==> src/hdl/cbh_pkg.sv <==
// Package for the base-38 callsign hash block.
// Holds the constants, the controller/datapath interface structs and the character decoder.
// No dependencies.
`default_nettype none

package cbh_pkg;

  localparam int unsigned CALL_LEN = 11;
  localparam int unsigned POS_W = 4;
  localparam int unsigned PACK_W = 58;
  localparam int unsigned CHAR_W = 8;
  localparam int unsigned DIGIT_W = 6;
  localparam int unsigned CFG_W = 6;
  localparam int unsigned HASH_W = 32;
  localparam int unsigned PROD_W = 64;
  localparam int unsigned MUL_W = 32;

  localparam logic [POS_W-1:0] CALL_LEN_C = POS_W'(CALL_LEN);
  localparam logic [35:0] HASH_MUL = 36'd47055833459;
  localparam logic [MUL_W-1:0] HASH_MUL_LO = HASH_MUL[31:0];
  localparam logic [MUL_W-1:0] HASH_MUL_HI = {28'd0, HASH_MUL[35:32]};
  localparam logic [CFG_W-1:0] HASH_BITS_RESET = 6'd22;
  localparam logic [CFG_W-1:0] HASH_BITS_MAX = 6'd32;

  localparam logic [CHAR_W-1:0] CH_SPACE = 8'h20;
  localparam logic [CHAR_W-1:0] CH_TAB = 8'h09;
  localparam logic [CHAR_W-1:0] CH_CR = 8'h0D;

  typedef enum logic [1:0] {
    MUL_LO_LO,
    MUL_HI_LO,
    MUL_LO_HI
  } mul_sel_t;

  typedef struct packed {
    logic     take_byte;
    logic     pad_step;
    logic     mul_step;
    mul_sel_t mul_sel;
    logic     load_out;
  } cbh_cmd_t;

  typedef struct packed {
    logic pos_full;
  } cbh_status_t;

  typedef struct packed {
    logic               ok;
    logic [DIGIT_W-1:0] digit;
  } digit_t;

  function automatic logic is_ws(input logic [CHAR_W-1:0] c);
    return (c == CH_SPACE) || ((c >= CH_TAB) && (c <= CH_CR));
  endfunction

  function automatic digit_t digit_of(input logic [CHAR_W-1:0] c);
    digit_t             r;
    logic [CHAR_W-1:0]  u;
    u = c;
    r.ok = 1'b1;
    r.digit = '0;
    if ((c >= 8'h61) && (c <= 8'h7A)) begin
      u = c - 8'h20;
    end
    if (u == CH_SPACE) begin
      r.digit = 6'd0;
    end else if ((u >= 8'h30) && (u <= 8'h39)) begin
      r.digit = DIGIT_W'(u - 8'h30 + 8'd1);
    end else if ((u >= 8'h41) && (u <= 8'h5A)) begin
      r.digit = DIGIT_W'(u - 8'h41 + 8'd11);
    end else if (u == 8'h2F) begin
      r.digit = 6'd37;
    end else if (u == 8'h40) begin
      r.digit = 6'd38;
    end else begin
      r.ok = 1'b0;
    end
    return r;
  endfunction

endpackage

`default_nettype wire

==> src/hdl/cbh_datapath.sv <==
// Datapath of the callsign hash: base-38 accumulator, multiplier and output register.
// Driven by cbh_ctrl through cbh_pkg::cbh_cmd_t; uses cbh_pkg.
`default_nettype none

module cbh_datapath (
  input  wire logic                         clk,
  input  wire logic                         rst_n,
  input  wire cbh_pkg::cbh_cmd_t            cmd,
  output cbh_pkg::cbh_status_t              status,
  input  wire logic                         cfg_we,
  input  wire logic [cbh_pkg::CFG_W-1:0]    cfg_data,
  input  wire logic [cbh_pkg::CHAR_W-1:0]   char_byte,
  output logic      [cbh_pkg::HASH_W-1:0]   hash_value,
  output logic                              rejected
);
  import cbh_pkg::*;

  logic [CFG_W-1:0]  hash_bits_r;
  logic [PACK_W-1:0] packed_r, packed_nxt;
  logic [POS_W-1:0]  pos_r, pos_nxt;
  logic              started_r, started_nxt;
  logic              pend_r, pend_nxt;
  logic              inv_r, inv_nxt;
  logic [PROD_W-1:0] acc_r, acc_nxt;
  logic [HASH_W-1:0] hash_r;
  logic              rej_r;

  logic [PACK_W-1:0] packed_x38;
  logic              ws;
  logic              room;
  digit_t            dg;
  logic [MUL_W-1:0]  mul_a, mul_b;
  logic [PROD_W-1:0] prod;
  logic [6:0]        shamt;
  logic [PROD_W-1:0] shifted;
  logic              hash_ok;

  assign packed_x38 = (packed_r << 5) + (packed_r << 2) + (packed_r << 1);
  assign ws = is_ws(char_byte);
  assign room = (pos_r < CALL_LEN_C);
  assign dg = digit_of(char_byte);
  assign status.pos_full = !room;

  always_comb begin
    packed_nxt = packed_r;
    pos_nxt = pos_r;
    started_nxt = started_r;
    pend_nxt = pend_r;
    inv_nxt = inv_r;
    if (cmd.load_out) begin
      packed_nxt = '0;
      pos_nxt = '0;
      started_nxt = 1'b0;
      pend_nxt = 1'b0;
      inv_nxt = 1'b0;
    end else if (cmd.pad_step) begin
      packed_nxt = packed_x38;
      pos_nxt = pos_r + 1'b1;
    end else if (cmd.take_byte) begin
      if (ws) begin
        if (started_r && room) begin
          packed_nxt = packed_x38;
          pos_nxt = pos_r + 1'b1;
          if (char_byte != CH_SPACE) begin
            pend_nxt = 1'b1;
          end
        end
      end else begin
        if (started_r && pend_r) begin
          inv_nxt = 1'b1;
        end
        started_nxt = 1'b1;
        if (room) begin
          pos_nxt = pos_r + 1'b1;
          if (dg.ok) begin
            packed_nxt = packed_x38 + PACK_W'(dg.digit);
          end else begin
            packed_nxt = packed_x38;
            inv_nxt = 1'b1;
          end
        end
      end
    end
  end

  always_comb begin
    mul_a = packed_r[31:0];
    mul_b = HASH_MUL_LO;
    case (cmd.mul_sel)
      MUL_HI_LO: begin
        mul_a = MUL_W'(packed_r[PACK_W-1:32]);
        mul_b = HASH_MUL_LO;
      end
      MUL_LO_HI: begin
        mul_a = packed_r[31:0];
        mul_b = HASH_MUL_HI;
      end
      default: begin
        mul_a = packed_r[31:0];
        mul_b = HASH_MUL_LO;
      end
    endcase
  end

  assign prod = PROD_W'(mul_a) * PROD_W'(mul_b);

  always_comb begin
    acc_nxt = acc_r;
    if (cmd.mul_step) begin
      if (cmd.mul_sel == MUL_LO_LO) begin
        acc_nxt = prod;
      end else begin
        acc_nxt = acc_r + {prod[31:0], 32'd0};
      end
    end
  end

  assign shamt = 7'd64 - {1'b0, hash_bits_r};
  assign shifted = acc_r >> shamt;
  assign hash_ok = !inv_r && (hash_bits_r != '0) && (hash_bits_r <= HASH_BITS_MAX);

  always_ff @(posedge clk) begin
    if (!rst_n) begin
      hash_bits_r <= HASH_BITS_RESET;
      packed_r <= '0;
      pos_r <= '0;
      started_r <= 1'b0;
      pend_r <= 1'b0;
      inv_r <= 1'b0;
    end else begin
      if (cfg_we) begin
        hash_bits_r <= cfg_data;
      end
      packed_r <= packed_nxt;
      pos_r <= pos_nxt;
      started_r <= started_nxt;
      pend_r <= pend_nxt;
      inv_r <= inv_nxt;
    end
  end

  always_ff @(posedge clk) begin
    acc_r <= acc_nxt;
    if (cmd.load_out) begin
      hash_r <= hash_ok ? shifted[HASH_W-1:0] : '0;
      rej_r <= inv_r;
    end
  end

  assign hash_value = hash_r;
  assign rejected = rej_r;

endmodule

`default_nettype wire

==> src/hdl/cbh_ctrl.sv <==
// Controller of the callsign hash: sequences byte intake, padding, the multiply steps
// and the output handshake. Uses cbh_pkg.
`default_nettype none

module cbh_ctrl (
  input  wire logic                 clk,
  input  wire logic                 rst_n,
  input  wire logic                 in_valid,
  output logic                      in_stall,
  input  wire logic                 in_last_byte,
  output logic                      out_valid,
  input  wire logic                 out_stall,
  input  wire cbh_pkg::cbh_status_t status,
  output cbh_pkg::cbh_cmd_t         cmd
);
  import cbh_pkg::*;

  typedef enum logic [2:0] {
    ST_ACC,
    ST_PAD,
    ST_MUL0,
    ST_MUL1,
    ST_MUL2,
    ST_LOAD
  } state_t;

  state_t state_r, state_nxt;
  logic   in_stall_r, in_stall_nxt;
  logic   out_valid_r, out_valid_nxt;
  logic   take;
  logic   out_free;

  assign take = in_valid && !in_stall_r;
  assign out_free = !out_valid_r || !out_stall;

  always_comb begin
    state_nxt = state_r;
    in_stall_nxt = in_stall_r;
    out_valid_nxt = out_valid_r && out_stall;
    cmd = '0;
    cmd.mul_sel = MUL_LO_LO;
    unique case (state_r)
      ST_ACC: begin
        if (take) begin
          cmd.take_byte = 1'b1;
          if (in_last_byte) begin
            state_nxt = ST_PAD;
            in_stall_nxt = 1'b1;
          end
        end
      end
      ST_PAD: begin
        if (status.pos_full) begin
          state_nxt = ST_MUL0;
        end else begin
          cmd.pad_step = 1'b1;
        end
      end
      ST_MUL0: begin
        cmd.mul_step = 1'b1;
        cmd.mul_sel = MUL_LO_LO;
        state_nxt = ST_MUL1;
      end
      ST_MUL1: begin
        cmd.mul_step = 1'b1;
        cmd.mul_sel = MUL_HI_LO;
        state_nxt = ST_MUL2;
      end
      ST_MUL2: begin
        cmd.mul_step = 1'b1;
        cmd.mul_sel = MUL_LO_HI;
        state_nxt = ST_LOAD;
      end
      ST_LOAD: begin
        if (out_free) begin
          cmd.load_out = 1'b1;
          out_valid_nxt = 1'b1;
          in_stall_nxt = 1'b0;
          state_nxt = ST_ACC;
        end
      end
      default: begin
        state_nxt = ST_ACC;
      end
    endcase
  end

  always_ff @(posedge clk) begin
    if (!rst_n) begin
      state_r <= ST_ACC;
      in_stall_r <= 1'b0;
      out_valid_r <= 1'b0;
    end else begin
      state_r <= state_nxt;
      in_stall_r <= in_stall_nxt;
      out_valid_r <= out_valid_nxt;
    end
  end

  assign in_stall = in_stall_r;
  assign out_valid = out_valid_r;

endmodule

`default_nettype wire

==> src/hdl/callsign_base38_hash_top.sv <==
// Callsign base-38 hash, top level: joins the controller and the datapath.
// Uses cbh_pkg, cbh_ctrl and cbh_datapath.
//
// Usage: the input channel (in_valid, in_stall) carries one callsign byte per
// transaction, with in_last_byte set on the final byte of a string; a new byte
// is taken each time in_valid is high and in_stall is low. After the final byte
// the input stalls while the value is padded to 11 digits (one step per missing
// digit, until the value is found full) and multiplied in states ST_MUL0,
// ST_MUL1 and ST_MUL2 on a shared 32 by 32 multiplier; ST_LOAD then loads the
// result into the output register once that register is free.
// The output channel (out_valid, out_stall) carries one transaction per string.
// The result sits in an output register, so the next string's bytes are taken
// while it waits; a stalled receiver blocks only the next string's completion.
// The configuration channel (cfg_valid, cfg_ready) writes the hash width and is
// always ready. Reset sets the width to 22, clears the string state and
// drops out_valid.
`default_nettype none

module callsign_base38_hash_top (
  input  wire logic                         clk,
  input  wire logic                         rst_n,
  input  wire logic                         in_valid,
  output logic                              in_stall,
  input  wire logic [cbh_pkg::CHAR_W-1:0]   in_char_byte,
  input  wire logic                         in_last_byte,
  output logic                              out_valid,
  input  wire logic                         out_stall,
  output logic      [cbh_pkg::HASH_W-1:0]   out_hash_value,
  output logic                              out_rejected,
  input  wire logic                         cfg_valid,
  output logic                              cfg_ready,
  input  wire logic [cbh_pkg::CFG_W-1:0]    cfg_hash_bits
);
  import cbh_pkg::*;

  cbh_cmd_t    cmd;
  cbh_status_t status;

  assign cfg_ready = 1'b1;

  cbh_ctrl u_ctrl (
    .clk          (clk),
    .rst_n        (rst_n),
    .in_valid     (in_valid),
    .in_stall     (in_stall),
    .in_last_byte (in_last_byte),
    .out_valid    (out_valid),
    .out_stall    (out_stall),
    .status       (status),
    .cmd          (cmd)
  );

  cbh_datapath u_datapath (
    .clk        (clk),
    .rst_n      (rst_n),
    .cmd        (cmd),
    .status     (status),
    .cfg_we     (cfg_valid && cfg_ready),
    .cfg_data   (cfg_hash_bits),
    .char_byte  (in_char_byte),
    .hash_value (out_hash_value),
    .rejected   (out_rejected)
  );

endmodule

`default_nettype wire
==> config.mk <==
export PLATFORM = sky130hd
export DESIGN_NAME = callsign_base38_hash_top
export DESIGN_NICKNAME = d
export VERILOG_FILES = /design/src/hdl/cbh_pkg.sv /design/src/hdl/cbh_datapath.sv /design/src/hdl/cbh_ctrl.sv /design/src/hdl/callsign_base38_hash_top.sv
export SDC_FILE = /design/constraint.sdc
export NUM_CORES = 2
export LEC_CHECK = 0
export CAP_MARGIN = 40
export CORE_UTILIZATION = 65
export DETAILED_ROUTE_END_ITERATION = 7
export DONT_BUFFER_PORTS = 1
export PLACE_DENSITY = 0.84
export SLEW_MARGIN = 20
export SYNTH_ARGS = -nofsm -noshare
export SYNTH_HDL_FRONTEND = slang
export SYNTH_SLANG_ARGS = --single-unit
==> constraint.sdc <==
create_clock -name clk -period 10.89 [get_ports clk]
set_input_delay 0 -clock clk [delete_from_list [all_inputs] [get_ports clk]]
set_output_delay 0 -clock clk [all_outputs]
set_load 0.02 [all_outputs]
==> summary.log <==
qor: critical_path.r2r_slack 0.53 ns
qor: synthesis.ys_seq_elements 173
qor: synthesis.synth_cells 4404
qor: synthesis.ys_types 102
qor: floorplan.initial_core_util 0.659
qor: drt.wire_per_inst 22.9 um
qor: global_route.grt_pass1_vias 31.8k
qor: run_status.run_status finished clean
qor: timing.setup_slack 0.527 ns
qor: layout.num-nets-final 5347
qor: floorplan.placeableCoreArea 59000 sq um
qor: clock_tree.cts-root-to-sink-buffers 2
qor: layout.post_route_cells_drive_above_1_share 0.0558
qor: critical_path.worstPathArrival 10.58 ns
qor: clock_tree.clk-insertion-delay-late 0.47 ns
qor: timing.worstMarginPinSlew 0.862 ns
qor: critical_path.cp_slowest_cell sky130_fd_sc_hd__dfxtp_1
qor: critical_path.path_class flip-flop to flip-flop
qor: critical_path.timing.critical_path.required 11.10 ns
qor: critical_path.r2r-start u_ctrl.state_r[1]
qor: timing.post-route-period-util 0.952
qor: timing.final.setup.tns 0 ns
qor: clock_tree.h-tree-depth 4
qor: global_route.maximum_number_of_pins_on_one_net_before_global_route_repair 80
qor: critical_path.critical_path.startpoint_type flip-flop
qor: drt.remaining_drc_errors 0
qor: synthesis.synth_sequential_area_ratio 0.114
qor: clock_tree.path_clk_slew 0.07 ns
qor: critical_path.rr_endpoint u_datapath.acc_r[63]
qor: critical_path.cp_common_cell sky130_fd_sc_hd__inv_1
qor: timing.rsz0062_at_grt false
qor: placement.detailedPlacementHpwl 99.2 mm
qor: synthesis.synth_enable_flop_cells 97
qor: floorplan.placement_rows 89
qor: drt.post_detailed_routing_wire_length 117 mm
qor: synthesis.synth_area_per_cell 8.83 sq um
qor: placement.placement.setup.worst_slack 0.392 ns
qor: hold_path.hold_path.class input port to flip-flop
qor: critical_path.critical-path-max-stage-delay 0.58 ns
qor: placement.placed_cells_incl_taps 5058
qor: drt.initial_drc_count 3545
qor: clock_tree.clock_tree_from_tritoncts built
qor: synthesis.yosysWarnings 0
qor: floorplan.fp.dieArea 60800 sq um
qor: timing.setup-violations-final 0
qor: drt.drtAntennaViolNets 0
qor: clock_tree.cts_buf_count 17
qor: global_route.globalRouteTotalUtil 0.391
qor: layout.antenna_cells 0
qor: layout.fill_cells 4642
qor: critical_path.worst-r2r-cell-count 41
qor: hold_path.hold-path-cell-count 5
qor: synthesis.synthArstFlopShare 0
qor: drt.dr_total_vias 32.6k
qor: clock_tree.cts_sinks 173
qor: timing.rel_slew_slack 0.425
qor: timing.timing.final.max_slew_violations 0
qor: timing.clock.fmax 96.5 MHz
qor: global_route.grt.overflow.total 0
qor: timing.final.setup_skew 0.0157 ns
qor: hold_path.hold_path_end u_ctrl.state_r[0]
qor: critical_path.critPathMaxFanout 14
qor: layout.area_delta_synth_final 4.61%
qor: global_route.grt_antenna_before_repair 1
qor: floorplan.die-height 247 um
qor: drt.drt_pass1_iterations 6
qor: timing.timing.final.hold_violations 0
qor: global_route.grt_pass1_wl 181 mm
qor: floorplan.die-width 247 um
qor: clock_tree.cts_root_buf sky130_fd_sc_hd__clkbuf_16
qor: drt.viasPerCell 6.37
qor: synthesis.synthFlopType sky130_fd_sc_hd__edfxtp_1
qor: placement.place.port_buffers 0
qor: job.maxCapViolations 0
qor: layout.layout.cells.non_filler 5113
qor: timing.post-route-min-period 10.36 ns
qor: floorplan.ioPinCount 56
qor: synthesis.synth.cell_area 38900 sq um
qor: placement.gp_routability_congestion 1.05
qor: hold_path.hold_start in_valid
qor: critical_path.cp-end-kind flip-flop
cell usage in the layout (no fill, tap or decap), drive strengths merged, types with 25 or more instances in the layout:
cell type,count
a211oi,79
a21o,75
a21oi,254
and2,53
and3,40
buf,72
dfxtp,76
edfxtp,97
fa,487
ha,513
inv,721
mux2i,99
mux4,39
nand2,340
nand3,61
nand4,48
nor2,334
nor2b,40
nor3,55
o211ai,29
o21ai,194
o21bai,25
xnor2,156
xor2,76
routing by layer:
metal,global-route usage,share of wire,vias to the layer above,wire length [um]
li1,-,-,14700,-
met1,0.532,0.40,15900,46600
met2,0.623,0.46,1690,53600
met3,0.0660,0.097,331,11300
met4,0.152,0.046,0,5380
met5,0,0,-,0
cells by family (layout without fill, tap and decap cells):
group                      Yosys count  after routing  share of synthesized area
and+or+nand+nor                   1111           1111                      0.140
adders and majority gates         1000           1000                      0.416
buffers and inverters              899            833                     0.0876
AOI/OAI and AO/OA                  840            840                      0.139
xor gates and xnor gates           232            232                     0.0525
DFF                                173            173                      0.114
muxes                              147            147                     0.0510
other                                2              4                   0.000193
what timing repair did:
action,in CTS,in global routing
endpoints found under the setup margin,0,5
buffers inserted,0,5
resized for setup,0,3
hold buffers,16,0
endpoints found under the hold margin,15,0
cell type report:
cell class	count	area (sq um)	share of cell area
clock inverters	15	158	0.00388
repair buffers	88	800	0.0197
inverters	713	2680	0.0658
clock buffers	17	425	0.0105
flip-flops and latches	173	4440	0.109
well taps	773	967	0.0238
multi-input cells	3334	31200	0.767
state kept, by name, summed over array words and instances, names as in the netlist, 3 cells and up:
name / count
u_datapath.hash_value: 32
u_datapath.acc_r: 64
u_ctrl.state_r: 3
u_datapath.pos_r: 4
u_datapath.packed_r: 58
u_datapath.hash_bits_r: 6
synthesized netlist by cell type, drive strengths merged (79+ instances only):
cell type,instances,area share
fa,487,0.25
edfxtp,97,0.075
nor2,334,0.033
a21oi,254,0.033
inv,710,0.069
mux2i,99,0.026
o21ai,194,0.025
xnor2,156,0.035
a211oi,79,0.016
clkbuf,154,0.015
nand2,340,0.033
ha,513,0.17
worst max-delay path: cells and delay by family, from the launching register on:
family          cells  cell delay, ns
buf+inv             9            0.93
simple gates       11            2.03
flops               1            0.58
fa+ha+maj           9            4.00
compound gates      9            1.64
xor+xnor            2            0.51
mux                 1            0.36
through the flow:
| stage | hold slack [ns] | utilization | area, sq um |
|---|---|---|---|
| after global placement | 0.0678 | 0.673 | 39700 |
| final | 0.0563 | 0.689 | 40700 |
| after floorplan | 0.126 | - | 38900 |
| after CTS | 0.0556 | 0.687 | 40600 |
| after detailed placement | 0.0695 | 0.675 | 39800 |
| after global routing | 0.109 | 0.689 | 40700 |
worst max-delay path by stage:
| stage | start | endpoint | slack (ns) | depth (start not counted) |
|---|---|---|---|---|
| after global placement | u_ctrl.state_r[1] | u_datapath.acc_r[62] | 0.57 | 39 |
| final | u_ctrl.state_r[1] | u_datapath.acc_r[63] | 0.53 | 41 |
| after floorplan | u_ctrl.state_r[2] | u_datapath.acc_r[62] | 1.0 | 39 |
| after global routing | u_ctrl.state_r[1] | u_datapath.acc_r[63] | 0.08 | 41 |
| after detailed placement | u_ctrl.state_r[1] | u_datapath.acc_r[63] | 0.39 | 41 |
| after CTS | u_ctrl.state_r[1] | u_datapath.acc_r[63] | 0.35 | 41 |
Power is not shown: default switching activity piles up to over one toggle a cycle in this logic, so the estimate is an artifact.
